$ cat config.mk
export PLATFORM = sky130hd
export DESIGN_NAME = pps_cfg
export DESIGN_NICKNAME = d
export VERILOG_FILES = /design/src/design/pps_pkg.sv /design/src/design/pps_cfg.sv
export SDC_FILE = /design/constraint.sdc
export NUM_CORES = 1
export LEC_CHECK = 0
export BUFFER_PORTS_ARGS = -buffer_cell sky130_fd_sc_hd__buf_2
export CORE_MARGIN = 1
export CORE_UTILIZATION = 50
export CTS_BUF_LIST = sky130_fd_sc_hd__clkbuf_8
export CTS_CLUSTER_SIZE = 10
export DETAILED_ROUTE_END_ITERATION = 6
export PLACE_DENSITY = 0.78
export SYNTH_ARGS = -nofsm -noshare
export SYNTH_HDL_FRONTEND = slang
export SYNTH_SLANG_ARGS = --single-unit
export TNS_END_PERCENT = 100
$ cat constraint.sdc
create_clock -name clk -period 3.9 [get_ports clk]
set_clock_uncertainty 0.1 [all_clocks]
set_input_delay 0.78 -clock clk [delete_from_list [all_inputs] [get_ports clk]]
set_output_delay 0.78 -clock clk [all_outputs]
set_load 0.05 [all_outputs]
$ cat src/design/pps_pkg.sv
// ----------------------------------------------------------------------------
// pps_pkg
// Shared types, register indexes and helpers of the packed pixel scaler.
// ----------------------------------------------------------------------------
package pps_pkg;

  localparam int PIXELS_PER_BYTE = 4;
  localparam int IDX_W = 2;
  localparam int PIX_W = $clog2(PIXELS_PER_BYTE);
  localparam int COLOUR_W = 24;
  localparam int X_W = 9;
  localparam int Y_W = 8;
  localparam int CFG_IDX_W = 3;

  // configuration register indexes
  localparam logic [CFG_IDX_W-1:0] REG_PAL_ZERO = 3'd0;
  localparam logic [CFG_IDX_W-1:0] REG_PAL_ONE = 3'd1;
  localparam logic [CFG_IDX_W-1:0] REG_PAL_TWO = 3'd2;
  localparam logic [CFG_IDX_W-1:0] REG_PAL_THREE = 3'd3;
  localparam logic [CFG_IDX_W-1:0] REG_STRETCH_MODE = 3'd4;
  localparam logic [CFG_IDX_W-1:0] REG_STRETCH_X_OFF = 3'd5;
  localparam logic [CFG_IDX_W-1:0] REG_CENTER_X_OFF = 3'd6;
  localparam logic [CFG_IDX_W-1:0] REG_CENTER_Y_OFF = 3'd7;

  typedef logic [COLOUR_W-1:0] colour_t;

  typedef struct packed {
    colour_t [3:0] palette;
    logic stretch;
    logic [X_W-1:0] stretch_x_off;
    logic [X_W-1:0] center_x_off;
    logic [Y_W-1:0] center_y_off;
  } cfg_t;

  typedef struct packed {
    logic [X_W-1:0] x;
    logic [Y_W-1:0] y;
    colour_t colour;
    logic last;
  } emit_t;

  // per channel floor((a+b)/2)
  function automatic colour_t mix(input colour_t a, input colour_t b);
    logic [8:0] r;
    logic [8:0] g;
    logic [8:0] bl;
    r = {1'b0, a[23:16]} + {1'b0, b[23:16]};
    g = {1'b0, a[15:8]} + {1'b0, b[15:8]};
    bl = {1'b0, a[7:0]} + {1'b0, b[7:0]};
    return {r[8:1], g[8:1], bl[8:1]};
  endfunction

endpackage

$ cat src/design/pps_cfg.sv
// ----------------------------------------------------------------------------
// pps_cfg
// Configuration register file: palette, mode and screen offsets.
// ----------------------------------------------------------------------------
module pps_cfg
  import pps_pkg::*;
(
  input  logic                 clk,
  input  logic                 rst,
  input  logic                 cfg_valid,
  output logic                 cfg_ready,
  input  logic [CFG_IDX_W-1:0] cfg_index,
  input  logic [23:0]          cfg_data,
  output cfg_t                 regs
);

  assign cfg_ready = 1'b1;

  always_ff @(posedge clk) begin
    if (rst) begin
      regs.palette <= '0;
      regs.stretch <= 1'b1;
      regs.stretch_x_off <= X_W'(40);
      regs.center_x_off <= X_W'(80);
      regs.center_y_off <= Y_W'(40);
    end else if (cfg_valid && cfg_ready) begin
      case (cfg_index)
        REG_PAL_ZERO: regs.palette[0] <= cfg_data;
        REG_PAL_ONE: regs.palette[1] <= cfg_data;
        REG_PAL_TWO: regs.palette[2] <= cfg_data;
        REG_PAL_THREE: regs.palette[3] <= cfg_data;
        REG_STRETCH_MODE: regs.stretch <= cfg_data[0];
        REG_STRETCH_X_OFF: regs.stretch_x_off <= cfg_data[X_W-1:0];
        REG_CENTER_X_OFF: regs.center_x_off <= cfg_data[X_W-1:0];
        REG_CENTER_Y_OFF: regs.center_y_off <= cfg_data[Y_W-1:0];
        default: ;
      endcase
    end
  end

endmodule

; ---- Yosys cells after proc, flatten, opt, wreduce, memory -nomap -nowiden
; Cells that the tools add are included.
; Widths: inputs -> output; s select.
[totals]
register_bits = 123
input_bits = 30
out_inout_bits = 124
word_cells = 24
[classes]
n_eq_ne = 7
n_reduce_logical = 9
[op_table]
columns = op, n
row1 = $reduce_and 2->1, 8
row2 = $eq 3x3->1 const B, 4
row3 = $eq 3x2->1 const B, 2
row4 = $eq 3x1->1 const B, 1
row5 = $logic_not 3->1, 1

; ---- Longest topological paths before layout
[depth]
word_depth = 2
mapped_depth = 5
ltp_nobuf = 2

; ---- Worst setup path before layout
; OpenSTA, ideal clock, no wires.
[synth_timing]
kind = input -> register
startpoint = in cfg_index[2]
endpoint = reg regs[46] (netlist name)
setup_ps = 121
t_arrival_ps = 1766
t_required_ps = 3679
setup_slack_ps = 1913
path_stages = 5
path_buffers = 3
path_cell_list = buf_6 -> or4b_1 -> buf_6 -> buf_8 -> mux2i_1
[synth_between]
elab_chain_cells = 2
[synth_lines]
columns = item, line
row1 = from (decl), pps_cfg.sv:12  ; input logic [CFG_IDX_W-1:0] cfg_index,
row2 = $logic_not 3->1, pps_cfg.sv:27  ; case (cfg_index)
row3 = $reduce_and 2->1 (no line), n/a
row4 = to (decl), pps_cfg.sv:14  ; output cfg_t regs
; Every way passes these cells.
; A chain may end at the register's enable or synchronous reset.

; ---- Final worst setup path
[layout_timing]
startpoint = in cfg_index[2]
endpoint = reg regs[80] (netlist name)
[layout_between]
elab_chain_cells = 2
[layout_lines]
columns = item, line
row1 = $eq 3x2->1, pps_cfg.sv:27
row2 = $reduce_and 2->1 (no line), n/a
; Every way passes these cells.

==> results.py <==
metrics = {
    "status": {
        "outcome": "complete, no violations",
    },
    "setup_path": {
        "crit_arrival_ns": 2.20,
        "cp_data_required_time_ns": 4.09,
        "cp-end-kind": "register",
        "start_kind": "input pin",
        "path_class": "input pin to register",
        "crit_fanout": 13,
    },
    "global_route": {
        "antenna_found_initial": 0,
        "grt.total_usage": 0.2274,
        "grt_max_degree": 57,
        "grt_pass1_vias": 3590,
        "grt_pass1_wl_um": 17710,
        "overflow": 0,
    },
    "layout": {
        "multi_input_area_mm2": 0.002286,
        "reg.largest.list": "regs (123)",
        "fin_area_mm2": 0.006126,
        "layout.nets": 619,
        "regArea_mm2": 0.002462,
        "largest_register": "regs",
        "fin_cells": 731,
        "drive_gt1_frac": 0.3173,
        "antenna_cells": 0,
        "largest_reg_flops": 123,
        "nFillCells": 840,
        "area_growth_pct": 24.77,
    },
    "logic_synthesis": {
        "seq_area_frac_synth": 0.5015,
        "synthArstFlopShare": 0,
        "synth_nets": 475,
        "synth_edf_count": 0,
        "avgSynthCellArea_um2": 11.03,
        "syn-cell-area_mm2": 0.004910,
        "synthCells": 445,
        "synth.distinct_cells": 17,
        "synth-seq-cells": 123,
        "yosysWarningCount": 0,
        "synth_ff_type": "dfxtp_1",
    },
    "placement": {
        "port_buffers": 152,
        "gp_congestion": 0.7501,
        "place_area_mm2": 0.005731,
        "dpl.hpwl_um": 7914,
        "placed_cells": 699,
    },
    "clock_network": {
        "post_cts_buffers": 0,
        "clock_sinks": 123,
        "cts_tree": "yes",
        "htree_levels": 4,
        "cts_buffers": 17,
        "clock_path_buffers": 2,
        "cts_root_buf": "clkbuf_8",
        "clock_latency_ns": 0.42,
        "post_cts_resized": 0,
        "clkTransAtPathRegs_ns": 0.07,
        "cts_hold_buf": 0,
    },
    "timing": {
        "period_share": 0.5166,
        "drv_slew": 0,
        "max_clock_freq_ghz": 0.4963,
        "worst_pin_slew_ns": 0.9516,
        "tns_ns": 0,
        "hold-worst-slack_ns": 0.3718,
        "slew_headroom": 0.3656,
        "fin_crit_ns": 2.015,
        "finalSetupViolCount": 0,
        "grt_setup_unrepaired": "false",
        "hold_violations": 0,
    },
    "detailed_routing": {
        "num_vias": 3621,
        "highest-signal-layer": "met4",
        "routed_wl_um": 11390,
        "met3WireLength_um": 638,
        "antenna_left": 0,
        "wl_met2_um": 5623,
        "routed_via_density": 4.953,
        "drt_iter0_drc": 59,
        "route.detailed.drc": 0,
        "wire_per_inst_um": 15.58,
        "drt_pass1_iterations": 4,
        "met1_length_um": 4954,
    },
    "floorplan": {
        "start_util": 0.5239,
        "dieArea_mm2": 0.01022,
        "placementRows": 35,
        "core_mm2": 0.009371,
        "fp.dieH_um": 101.1,
        "die_x_um": 101.1,
        "io_pins": 154,
    },
    "worst_hold_path": {
        "hold_path_class": "register to register",
    },
    "flow_run": {
        "maxCapViolations": 0,
    },
    "power_and_ir_drop": {
        "total_power_mw": 2.691,
        "p_leak_nw": 3.251,
        "power_density_mw_per_mm2": 439.3,
        "ir_drop_uv": 221.2,
    },
}
cell usage after synthesis, types with 2 or more instances:
| cell type | instances | area [µm²] |
|---|---|---|
| nand2b_1 | 140 | 875.8 |
| dfxtp_1 | 123 | 2462 |
| mux2i_1 | 123 | 1231 |
| clkbuf_1 | 18 | 67.56 |
| nor2_1 | 12 | 45.04 |
| buf_2 | 9 | 45.04 |
| buf_4 | 5 | 37.54 |
| nand4b_1 | 3 | 26.28 |
| buf_6 | 2 | 22.52 |
| nand4bb_1 | 2 | 22.52 |
| nor4bb_1 | 2 | 20.02 |
cells by family after synthesis:
group,share of synthesized area
buf+inv,0.03822
flops,0.5015
mux,0.2508
other cells,0.0007638
simple gates,0.2087
worst paths after layout:
check / from / endpoint / slack, ns / cells past startpoint
max: cfg_index[2] / regs[80] / 1.89 / 4
min: regs[30] / regs[30] / 0.37 / 2
max reg2reg: regs[6] / regs[6] / 3.13 / 2
min reg2reg: regs[30] / regs[30] / 0.37 / 2
stage by stage:
| step | utilization | setup WS, ns |
|---|---|---|
| finish | 0.6537 | 1.885 |
| global route | 0.6537 | 1.829 |
| CTS | 0.6537 | 1.894 |
| detailed placement | 0.6115 | 1.455 |
| global placement | 0.6115 | 1.478 |
| floorplan | - | 1.913 |
layer usage:
metal | vias up | track usage
met3 | 16 | 0.06935
met5 | - | 0
met4 | 0 | 0.08138
li1 | 1758 | -
met1 | 1737 | 0.2637
met2 | 110 | 0.3951
area by class of cell:
| class | count | share of cell area |
|---|---|---|
| Tap cell | 129 | 0.02635 |
| Timing Repair Buffer | 160 | 0.1340 |
| Multi-Input combinational cell | 287 | 0.3732 |
| Clock inverter | 15 | 0.02635 |
| Sequential cell | 123 | 0.4020 |
| Clock buffer | 17 | 0.03819 |
worst max-delay path, cell delays in order:
cell and delay [ns]:
buf_2 0.16, nand4bb_2 0.67, buf_4 0.44, mux2i_1 0.14
placed cells by master (no fill, tap or decap), drive strengths merged, types with 2 or more instances in the layout:
master    Yosys  layout
bufinv        0       3
clkbuf       18      17
nand4bb       2       2
nand4b        3       3
clkinvlp      0       2
dfxtp       123     123
nor4bb        2       2
nor2         12      12
inv           0       4
mux2i       123     123
buf          17     160
nand2b      140     140
clkinv        0       6
report_power, final:
group	total (mW)	switching (mW)	leakage (nW)	internal (mW)
registers	1.30	0.0145	0.996	1.28
logic	0.275	0.188	2.05	0.0876
clock network	1.12	0.496	0.210	0.621
Power figures use the tool's default switching activity.
