File: src/design/pps_pkg.sv
// ----------------------------------------------------------------------------
// pps_pkg
// Shared types, register indexes and helpers of the packed pixel scaler.
// ----------------------------------------------------------------------------
package pps_pkg;

  localparam int PIXELS_PER_BYTE = 4;
  localparam int IDX_W = 2;
  localparam int PIX_W = $clog2(PIXELS_PER_BYTE);
  localparam int COLOUR_W = 24;
  localparam int X_W = 9;
  localparam int Y_W = 8;
  localparam int CFG_IDX_W = 3;

  // configuration register indexes
  localparam logic [CFG_IDX_W-1:0] REG_PAL_ZERO = 3'd0;
  localparam logic [CFG_IDX_W-1:0] REG_PAL_ONE = 3'd1;
  localparam logic [CFG_IDX_W-1:0] REG_PAL_TWO = 3'd2;
  localparam logic [CFG_IDX_W-1:0] REG_PAL_THREE = 3'd3;
  localparam logic [CFG_IDX_W-1:0] REG_STRETCH_MODE = 3'd4;
  localparam logic [CFG_IDX_W-1:0] REG_STRETCH_X_OFF = 3'd5;
  localparam logic [CFG_IDX_W-1:0] REG_CENTER_X_OFF = 3'd6;
  localparam logic [CFG_IDX_W-1:0] REG_CENTER_Y_OFF = 3'd7;

  typedef logic [COLOUR_W-1:0] colour_t;

  typedef struct packed {
    colour_t [3:0] palette;
    logic stretch;
    logic [X_W-1:0] stretch_x_off;
    logic [X_W-1:0] center_x_off;
    logic [Y_W-1:0] center_y_off;
  } cfg_t;

  typedef struct packed {
    logic [X_W-1:0] x;
    logic [Y_W-1:0] y;
    colour_t colour;
    logic last;
  } emit_t;

  // per channel floor((a+b)/2)
  function automatic colour_t mix(input colour_t a, input colour_t b);
    logic [8:0] r;
    logic [8:0] g;
    logic [8:0] bl;
    r = {1'b0, a[23:16]} + {1'b0, b[23:16]};
    g = {1'b0, a[15:8]} + {1'b0, b[15:8]};
    bl = {1'b0, a[7:0]} + {1'b0, b[7:0]};
    return {r[8:1], g[8:1], bl[8:1]};
  endfunction

endpackage

File: src/design/pps_seq.sv
// ----------------------------------------------------------------------------
// pps_seq
// Write sequencer: walks the four pixels of a byte, one screen write a cycle
// while the output is free, and drives the line store read and write-back.
// ----------------------------------------------------------------------------
module pps_seq
  import pps_pkg::*;
#(
  parameter int SOURCE_SIZE = 160,
  parameter int TARGET_LINE = 240
) (
  input  logic                           clk,
  input  logic                           rst,
  input  cfg_t                           regs,
  input  logic                           in_valid,
  output logic                           in_stall,
  input  logic [7:0]                     packed_pixels,
  input  logic                           frame_start,
  input  logic                           clearing,
  input  logic                           out_free,
  output logic                           go,
  output emit_t                          emit,
  output logic                           rd_en,
  output logic [$clog2(TARGET_LINE)-1:0] rd_addr,
  output logic                           rd_ok,
  output logic                           wr_en,
  output logic [$clog2(TARGET_LINE)-1:0] wr_addr,
  output colour_t                        wr_data,
  input  colour_t                        above
);

  localparam int AW = $clog2(TARGET_LINE);
  localparam int SW = $clog2(SOURCE_SIZE);
  localparam int TRW = $clog2(TARGET_LINE + 2);

  logic busy, busy_next;
  logic [PIX_W-1:0] pix, pix_next;
  logic second, second_next;
  logic ins, ins_next;
  logic [7:0] pixels, pixels_next;
  logic [SW-1:0] src_col, src_col_next;
  logic [SW-1:0] src_row, src_row_next;
  logic [X_W-1:0] tgt_col, tgt_col_next;
  logic tgt_far, tgt_far_next;
  logic [TRW-1:0] tgt_row, tgt_row_next;
  colour_t left_col, left_col_next;
  colour_t op_col, op_col_next;

  logic accept;
  logic end_pix;
  logic [IDX_W-1:0] idx;
  colour_t colour;
  colour_t first_col;
  logic [X_W-1:0] ft_col;
  logic ft_far;
  logic [TRW-1:0] ft_row;
  logic [TRW-1:0] row_sum;
  logic [X_W:0] col_inc;
  logic [X_W:0] ft_inc;
  logic [X_W:0] ft_inc2;
  logic [SW:0] src_col_inc;
  logic [SW:0] src_row_inc;
  logic [TRW-1:0] above_row;
  logic cur_in_range;
  logic ft_in_range;

  assign idx = pixels[IDX_W*pix +: IDX_W];
  assign colour = regs.palette[idx];
  assign go = busy && out_free;
  assign accept = in_valid && !in_stall;

  always_comb begin
    col_inc = {1'b0, tgt_col} + (X_W + 1)'(1);
    row_sum = tgt_row + (src_row[0] ? TRW'(2) : TRW'(1));
    // target position of the first write of this pixel
    if (src_col == '0) begin
      ft_col = '0;
      ft_far = 1'b0;
      if (src_row == '0 || row_sum >= TRW'(TARGET_LINE)) begin
        ft_row = '0;
      end else begin
        ft_row = row_sum;
      end
    end else begin
      ft_col = col_inc[X_W-1:0];
      ft_far = tgt_far | col_inc[X_W];
      ft_row = tgt_row;
    end
    ft_inc2 = {1'b0, ft_col} + (X_W + 1)'(1);
    ft_inc = col_inc;
    first_col = src_col[0] ? mix(left_col, colour) : colour;
    above_row = (tgt_row == '0) ? TRW'(TARGET_LINE - 1) : tgt_row - TRW'(1);
    cur_in_range = !tgt_far && (tgt_col < X_W'(TARGET_LINE));
    ft_in_range = !ft_far && (ft_col < X_W'(TARGET_LINE));
    src_col_inc = {1'b0, src_col} + (SW + 1)'(1);
    src_row_inc = {1'b0, src_row} + (SW + 1)'(1);
  end

  always_comb begin
    busy_next = busy;
    pix_next = pix;
    second_next = second;
    ins_next = ins;
    pixels_next = pixels;
    src_col_next = src_col;
    src_row_next = src_row;
    tgt_col_next = tgt_col;
    tgt_far_next = tgt_far;
    tgt_row_next = tgt_row;
    left_col_next = left_col;
    op_col_next = op_col;
    end_pix = 1'b0;
    emit = '0;
    rd_en = 1'b0;
    rd_addr = tgt_col[AW-1:0];
    rd_ok = cur_in_range;
    wr_en = 1'b0;
    wr_addr = tgt_col[AW-1:0];
    wr_data = op_col;

    if (go) begin
      if (ins) begin
        // inserted row write, store data was read on the previous write
        emit.x = regs.stretch_x_off + tgt_col;
        emit.y = Y_W'(above_row);
        emit.colour = mix(above, op_col);
        wr_en = cur_in_range;
        ins_next = 1'b0;
        if (!second && src_col[0]) begin
          tgt_col_next = ft_inc[X_W-1:0];
          tgt_far_next = tgt_far | ft_inc[X_W];
          second_next = 1'b1;
        end else begin
          end_pix = 1'b1;
        end
      end else if (second) begin
        emit.x = regs.stretch_x_off + tgt_col;
        emit.y = Y_W'(tgt_row);
        emit.colour = colour;
        op_col_next = colour;
        if (src_row[0]) begin
          ins_next = 1'b1;
          rd_en = 1'b1;
        end else begin
          wr_en = cur_in_range;
          wr_data = colour;
          end_pix = 1'b1;
        end
      end else if (regs.stretch) begin
        emit.x = regs.stretch_x_off + ft_col;
        emit.y = Y_W'(ft_row);
        emit.colour = first_col;
        tgt_col_next = ft_col;
        tgt_far_next = ft_far;
        tgt_row_next = ft_row;
        op_col_next = first_col;
        rd_addr = ft_col[AW-1:0];
        rd_ok = ft_in_range;
        wr_addr = ft_col[AW-1:0];
        wr_data = first_col;
        if (src_row[0]) begin
          ins_next = 1'b1;
          rd_en = 1'b1;
        end else begin
          wr_en = ft_in_range;
          if (src_col[0]) begin
            tgt_col_next = ft_inc2[X_W-1:0];
            tgt_far_next = ft_far | ft_inc2[X_W];
            second_next = 1'b1;
          end else begin
            end_pix = 1'b1;
          end
        end
      end else begin
        emit.x = regs.center_x_off + X_W'(src_col);
        emit.y = regs.center_y_off + Y_W'(src_row);
        emit.colour = colour;
        end_pix = 1'b1;
      end
    end

    if (end_pix) begin
      second_next = 1'b0;
      if (regs.stretch) begin
        left_col_next = colour;
      end
      if (src_col_inc >= (SW + 1)'(SOURCE_SIZE)) begin
        src_col_next = '0;
        if (src_row_inc >= (SW + 1)'(SOURCE_SIZE)) begin
          src_row_next = '0;
        end else begin
          src_row_next = src_row_inc[SW-1:0];
        end
      end else begin
        src_col_next = src_col_inc[SW-1:0];
      end
      pix_next = pix + PIX_W'(1);
      if (pix == PIX_W'(PIXELS_PER_BYTE - 1)) begin
        emit.last = 1'b1;
        busy_next = 1'b0;
      end
    end

    if (accept) begin
      busy_next = 1'b1;
      pix_next = '0;
      second_next = 1'b0;
      ins_next = 1'b0;
      pixels_next = packed_pixels;
      if (frame_start) begin
        src_col_next = '0;
        src_row_next = '0;
      end
    end
  end

  // a new byte enters in the cycle the last write of the previous one leaves
  assign in_stall = clearing
                    || (busy && !(go && end_pix && pix == PIX_W'(PIXELS_PER_BYTE - 1)));

  always_ff @(posedge clk) begin
    if (rst) begin
      busy <= 1'b0;
      pix <= '0;
      second <= 1'b0;
      ins <= 1'b0;
      src_col <= '0;
      src_row <= '0;
      tgt_col <= '0;
      tgt_far <= 1'b0;
      tgt_row <= '0;
      left_col <= '0;
    end else begin
      busy <= busy_next;
      pix <= pix_next;
      second <= second_next;
      ins <= ins_next;
      src_col <= src_col_next;
      src_row <= src_row_next;
      tgt_col <= tgt_col_next;
      tgt_far <= tgt_far_next;
      tgt_row <= tgt_row_next;
      left_col <= left_col_next;
    end
  end

  always_ff @(posedge clk) begin
    pixels <= pixels_next;
    op_col <= op_col_next;
  end

endmodule

File: config.mk
export PLATFORM = sky130hd
export DESIGN_NAME = pps_seq
export DESIGN_NICKNAME = d
export VERILOG_FILES = /design/src/design/pps_pkg.sv /design/src/design/pps_seq.sv
export SDC_FILE = /design/constraint.sdc
export NUM_CORES = 1
export LEC_CHECK = 0
export ABC_AREA = 0
export BUFFER_PORTS_ARGS = -buffer_cell sky130_fd_sc_hd__buf_2
export CELL_PAD_IN_SITES_DETAIL_PLACEMENT = 1
export CELL_PAD_IN_SITES_GLOBAL_PLACEMENT = 2
export CORE_MARGIN = 3
export CORE_UTILIZATION = 32
export DETAILED_ROUTE_END_ITERATION = 16
export PLACE_DENSITY = 0.92
export RECOVER_POWER = 100
export SYNTH_ARGS = -nofsm -noshare
export SYNTH_HDL_FRONTEND = slang
export SYNTH_SLANG_ARGS = --single-unit
File: constraint.sdc
create_clock -name clk -period 8.62 [get_ports clk]
set_clock_uncertainty 0.2 [all_clocks]
set_input_delay 2.155 -clock clk [delete_from_list [all_inputs] [get_ports clk]]
set_output_delay 2.155 -clock clk [all_outputs]
set_load 0.01 [all_outputs]
* Yosys cells after proc, flatten, opt, wreduce, memory -nomap -nowiden
Cells that the tools add are included.
** Cells by class
- $add $sub $neg :: 17
- Magnitude comparators :: 6
- Equal/unequal tests :: 3
- Shifts and indexed selects :: 1
- Muxes and demuxes :: 78
- Bitwise operators :: 4
- Reduce and logical (&&, ||, !) cells :: 29
** Operators by type and width (count)
- two-way mux 24 bit :: 8
- two-way mux 41 bit :: 4
- two-way mux 8 bit :: 16
- two-way mux 9 bit :: 7
- adder 8 x 8 -> 9 bit :: 6
- binary-select mux 24 bit (select 2 bit) :: 1
- two-way mux 1 bit :: 41
- logical NOT 8 bit :: 3
- adder 9 x 1 -> 10 bit, second input constant :: 2
- adder 8 x 1 -> 9 bit, second input constant :: 2
- adder 9 bit :: 2
- greater-or-equal comparator 9 x 8 -> 1 bit, second input constant :: 2
- < comparator 9 x 8 -> 1 bit, second input constant :: 2
- adder 9 x 8 -> 9 bit :: 1
- adder 8 x 2 -> 8 bit :: 1
- adder 8 bit :: 1
- greater-or-equal comparator 8 bit, second input constant :: 1
- logical AND 1 bit :: 8
- AND reduction 2 bit :: 4
- AND reduction 4 bit :: 2
- variable part select 8 x 4 -> 2 bit :: 1
- subtractor 8 x 1 -> 8 bit, second input constant :: 1
- nonzero test 2 bit :: 3
- logical NOT 1 bit :: 5
- 10 further kinds :: 14
** Storage, ports and cells
- Bits in registers :: 95
- Input bits :: 161
- Output and inout port bits :: 87
- Logic and storage cells :: 150

* Longest topological paths before layout
- Depth after elaboration :: 15
- Mapped depth :: 20
- Depth with buffers taken out :: 16

* Least setup slack after synthesis
OpenSTA, ideal clock, no wires.
- Kind :: flip-flop to output port
- Start :: reg src_col[0]
- End :: out emit[41] (netlist bit)
- Arrival time :: 4.513 ns
- Data required time :: 6.265 ns
- Setup slack :: 1.752 ns
- Cell stages (with the launch flop) :: 21
- Buffers on the path :: 4
- Cell sequence :: dfxtp_1 > buf_2 > clkinv_1 > clkbuf_1 > ha_1 > or4b_1 > or2_2 > clkbuf_1 > clkbuf_1 > nand2_1 > xnor2_1 > ha_1 > a21o_1 > maj3_1 > maj3_1 > a32o_1 > o221ai_1 > o21a_1 > o21ba_2 > mux2i_1 > nor3_1
** RTL lines
- start: declaration :: RTL line pps_seq.sv:41 : logic [SW-1:0] src_col, src_col_next;
- start signal: assignment :: RTL line pps_seq.sv:238 : src_col <= src_col_next;
- end: declaration :: RTL line pps_seq.sv:22 : output emit_t emit,

==> results.sh <==
export IMPL_rsz0062_at_grt="no"
export IMPL_gp_congestion=0.8784
export IMPL_worstMarginPinSlew_ns=2.033
export IMPL_synthTopCellsByArea="dfxtp_1 12%, ha_1 10%, edfxtp_1 9.2%"
export IMPL_postSynthAreaPerCell_um2=7.716
export IMPL_status="complete, but fails checks"
export IMPL_reg2reg_to="src_col[1]"
export IMPL_die_y_um=187.2
export IMPL_cp_end_kind="output pin"
export IMPL_hold_viol=0
export IMPL_grtUsageTotal_pct=23.08
export IMPL_clk_pin_slew_ns=0.07
export IMPL_grt_overflow=0
export IMPL_post_cts_buffers=0
export IMPL_grt_start_max_net_pins=79
export IMPL_dieWidth_um=187.2
export IMPL_yosysTopAreaCell="dfxtp_1"
export IMPL_drc=0
export IMPL_setup_tns_ns=0
export IMPL_antennaDiodeCount=0
export IMPL_drt_iter0_markers=782
export IMPL_cp_max_fo=29
export IMPL_synth_ff_type="dfxtp_1"
export IMPL_cp_arrival_ns=5.56
export IMPL_cts_buffer_depth=2
export IMPL_cts_root_buf="clkbuf_16"
export IMPL_yosysMostFrequentCell="nor2_1"
export IMPL_synth_seq_cells=95
export IMPL_syn_to_final_growth_pct=16.37
export IMPL_htree_levels=3
export IMPL_worstPathRequired_ns=6.27
export IMPL_avgViaCountPerCell=5.738
export IMPL_drv_slew=20
export IMPL_hold_path_class="reg -> reg"
export IMPL_endpoint="emit[19]"
export IMPL_min_path_cells=2
export IMPL_clock_sinks=95
export IMPL_p_per_area_nw_per_um2=111.6
export IMPL_yosysWarnings=0
export IMPL_grt_pass1_wl_um=64600
export IMPL_ys_types=70
export IMPL_cts_tree="yes"
export IMPL_num_rows=65
export IMPL_post_dp_cell_area_um2=12020
export IMPL_crit_type="in -> out"
export IMPL_grt_pass1_vias=11530
export IMPL_numPortBuffers=247
export IMPL_p_total_w=0.001364
export IMPL_cp_start_kind="input port"
export IMPL_drv_cap=1
export IMPL_leakage_nw=4.780
export IMPL_insertion_delay_ns=0.37
export IMPL_die_area_um2=35030
export IMPL_min_period_ns=7.917
export IMPL_whs_ns=0.2641
export IMPL_ctsHoldBuffers=0
export IMPL_seq_area_frac_synth_pct=21.16
export IMPL_rr_startpoint="second"
export IMPL_drt_wl_total_um=41990
export IMPL_final_util_pct=38.23
export IMPL_fin_area_um2=12220
export IMPL_layout_drive_gt1_share_pct=15.99
export IMPL_seqCellArea_um2=2225
export IMPL_io_pins=248
export IMPL_setup_viol=0
export IMPL_synth_common_cells="162 x nor2_1, 155 x nand2_1, 144 x a21oi_1"
export IMPL_cts_buffers=9
export IMPL_fin_nets=1795
export IMPL_fillers=4025
export IMPL_synth_async_sr_flop_share_pct=0
export IMPL_vdd_ir_drop_max_mv=0.07452
export IMPL_detail_route_wl_per_cell_um=21.21
export IMPL_antenna_found_initial=1
export IMPL_syn_nets=1616
export IMPL_drt_first_pass_iters=5
export IMPL_r2r_slack_ns=4.18
export IMPL_cts_resized_gates=0
export IMPL_multi_input_area_um2=7730
export IMPL_synth_edf_count=32
export IMPL_cp_startpoint="regs[26]"
export IMPL_start_util_pct=32.86
export IMPL_syn_area_um2=10500
export IMPL_relSlewSlack_pct=-36.59
export IMPL_violations="capacitance limit, slew limit"
export IMPL_core_um2=31960
export IMPL_dp_hpwl_um=32240
export IMPL_min_period_over_period_pct=91.85
export IMPL_reg2reg_depth=10
export IMPL_vias=11360
export IMPL_max_clock_freq_mhz=126.3
export IMPL_synth_top_cell_area_share_pct=12.01
export IMPL_postSynthCellCount=1361
export IMPL_ant_nets=0
per-stage QoR:
stage	instances	setup slack, ns
floorplan	1361	1.752
global placement	1964	1.268
detailed placement	1964	1.248
CTS	1980	1.148
finish	1980	0.7027
global route	1980	0.4340
logic make-up (layout without fill, tap and decap cells):
group	Yosys count	in the layout	synth area share, %
buffers and inverters	137	321	5.231
and+or+nand+nor	451	451	19.11
AOI/OAI and AO/OA	450	450	27.75
xor gates and xnor gates	92	92	7.673
adders and majority gates	97	97	12.20
DFF	95	95	21.16
muxes	39	39	6.875
per-layer routing:
layer | routed length [um] | up-vias | track usage, %
met4 | 1165 | 2 | 8.055
met2 | 19010 | 420 | 37.49
met5 | 13 | - | 0
met1 | 18890 | 5518 | 30.73
li1 | - | 5355 | -
met3 | 2911 | 67 | 4.348
registers in the layout (all words and copies together) (netlist names):
signal and count:
busy 1, tgt_far 1, left_col 24, second 1, ins 1, pixels 8, pix 2, tgt_row 8
tgt_col 9, op_col 24, src_col 8, src_row 8
layout make-up:
type | count | share of cell area [%]
Timing Repair Buffer | 264 | 10.22
Multi-Input combinational cell | 1129 | 63.25
Tap cell | 435 | 4.454
Clock inverter | 6 | 0.7372
Inverter | 41 | 1.259
Sequential cell | 95 | 18.20
Clock buffer | 10 | 1.874
how the worst min path moves through the flow:
stage / startpoint / endpoint
detailed placement: left_col[4] / left_col[4]
global route: left_col[4] / left_col[4]
finish: left_col[4] / left_col[4]
CTS: left_col[4] / left_col[4]
floorplan: left_col[7] / left_col[7]
global placement: left_col[7] / left_col[7]
layout by cell type, fill, tap and decap left out, types with 8 or more instances in the layout:
cell type and n:
a211oi_1 39, a21o_1 23, a21oi_1 144, a221oi_1 22
a311oi_1 10, buf_2 161, buf_4 15, clkbuf_1 89
clkbuf_16 9, dfxtp_1 61, edfxtp_1 32, fa_1 10
ha_1 84, inv_1 38, mux2i_1 8, mux4_2 26
nand2_1 155, nand2b_1 14, nand3_1 15, nor2_1 162
nor2b_1 15, nor3_1 29, o211ai_1 9, o21a_1 8
o21ai_0 84, o21bai_1 11, o22ai_1 17, o311ai_0 8
or3_1 12, xnor2_1 55, xor2_1 37
critical path: stages:
cell	delay (ns)
clkbuf_1	1.00
inv_1	0.12
buf_4	0.31
nor2_1	0.12
buf_4	0.22
nand2_1	0.59
a211oi_1	0.72
a211oi_1	0.10
clkbuf_1	0.19
power by group:
part           internal, W  switching, W  leakage, nW
registers         0.000476     0.0000117        0.803
logic             0.000160      0.000251         3.82
clock network     0.000257      0.000208        0.153
total             0.000893      0.000471         4.78
No activity file was read; power rests on OpenSTA's default activity.
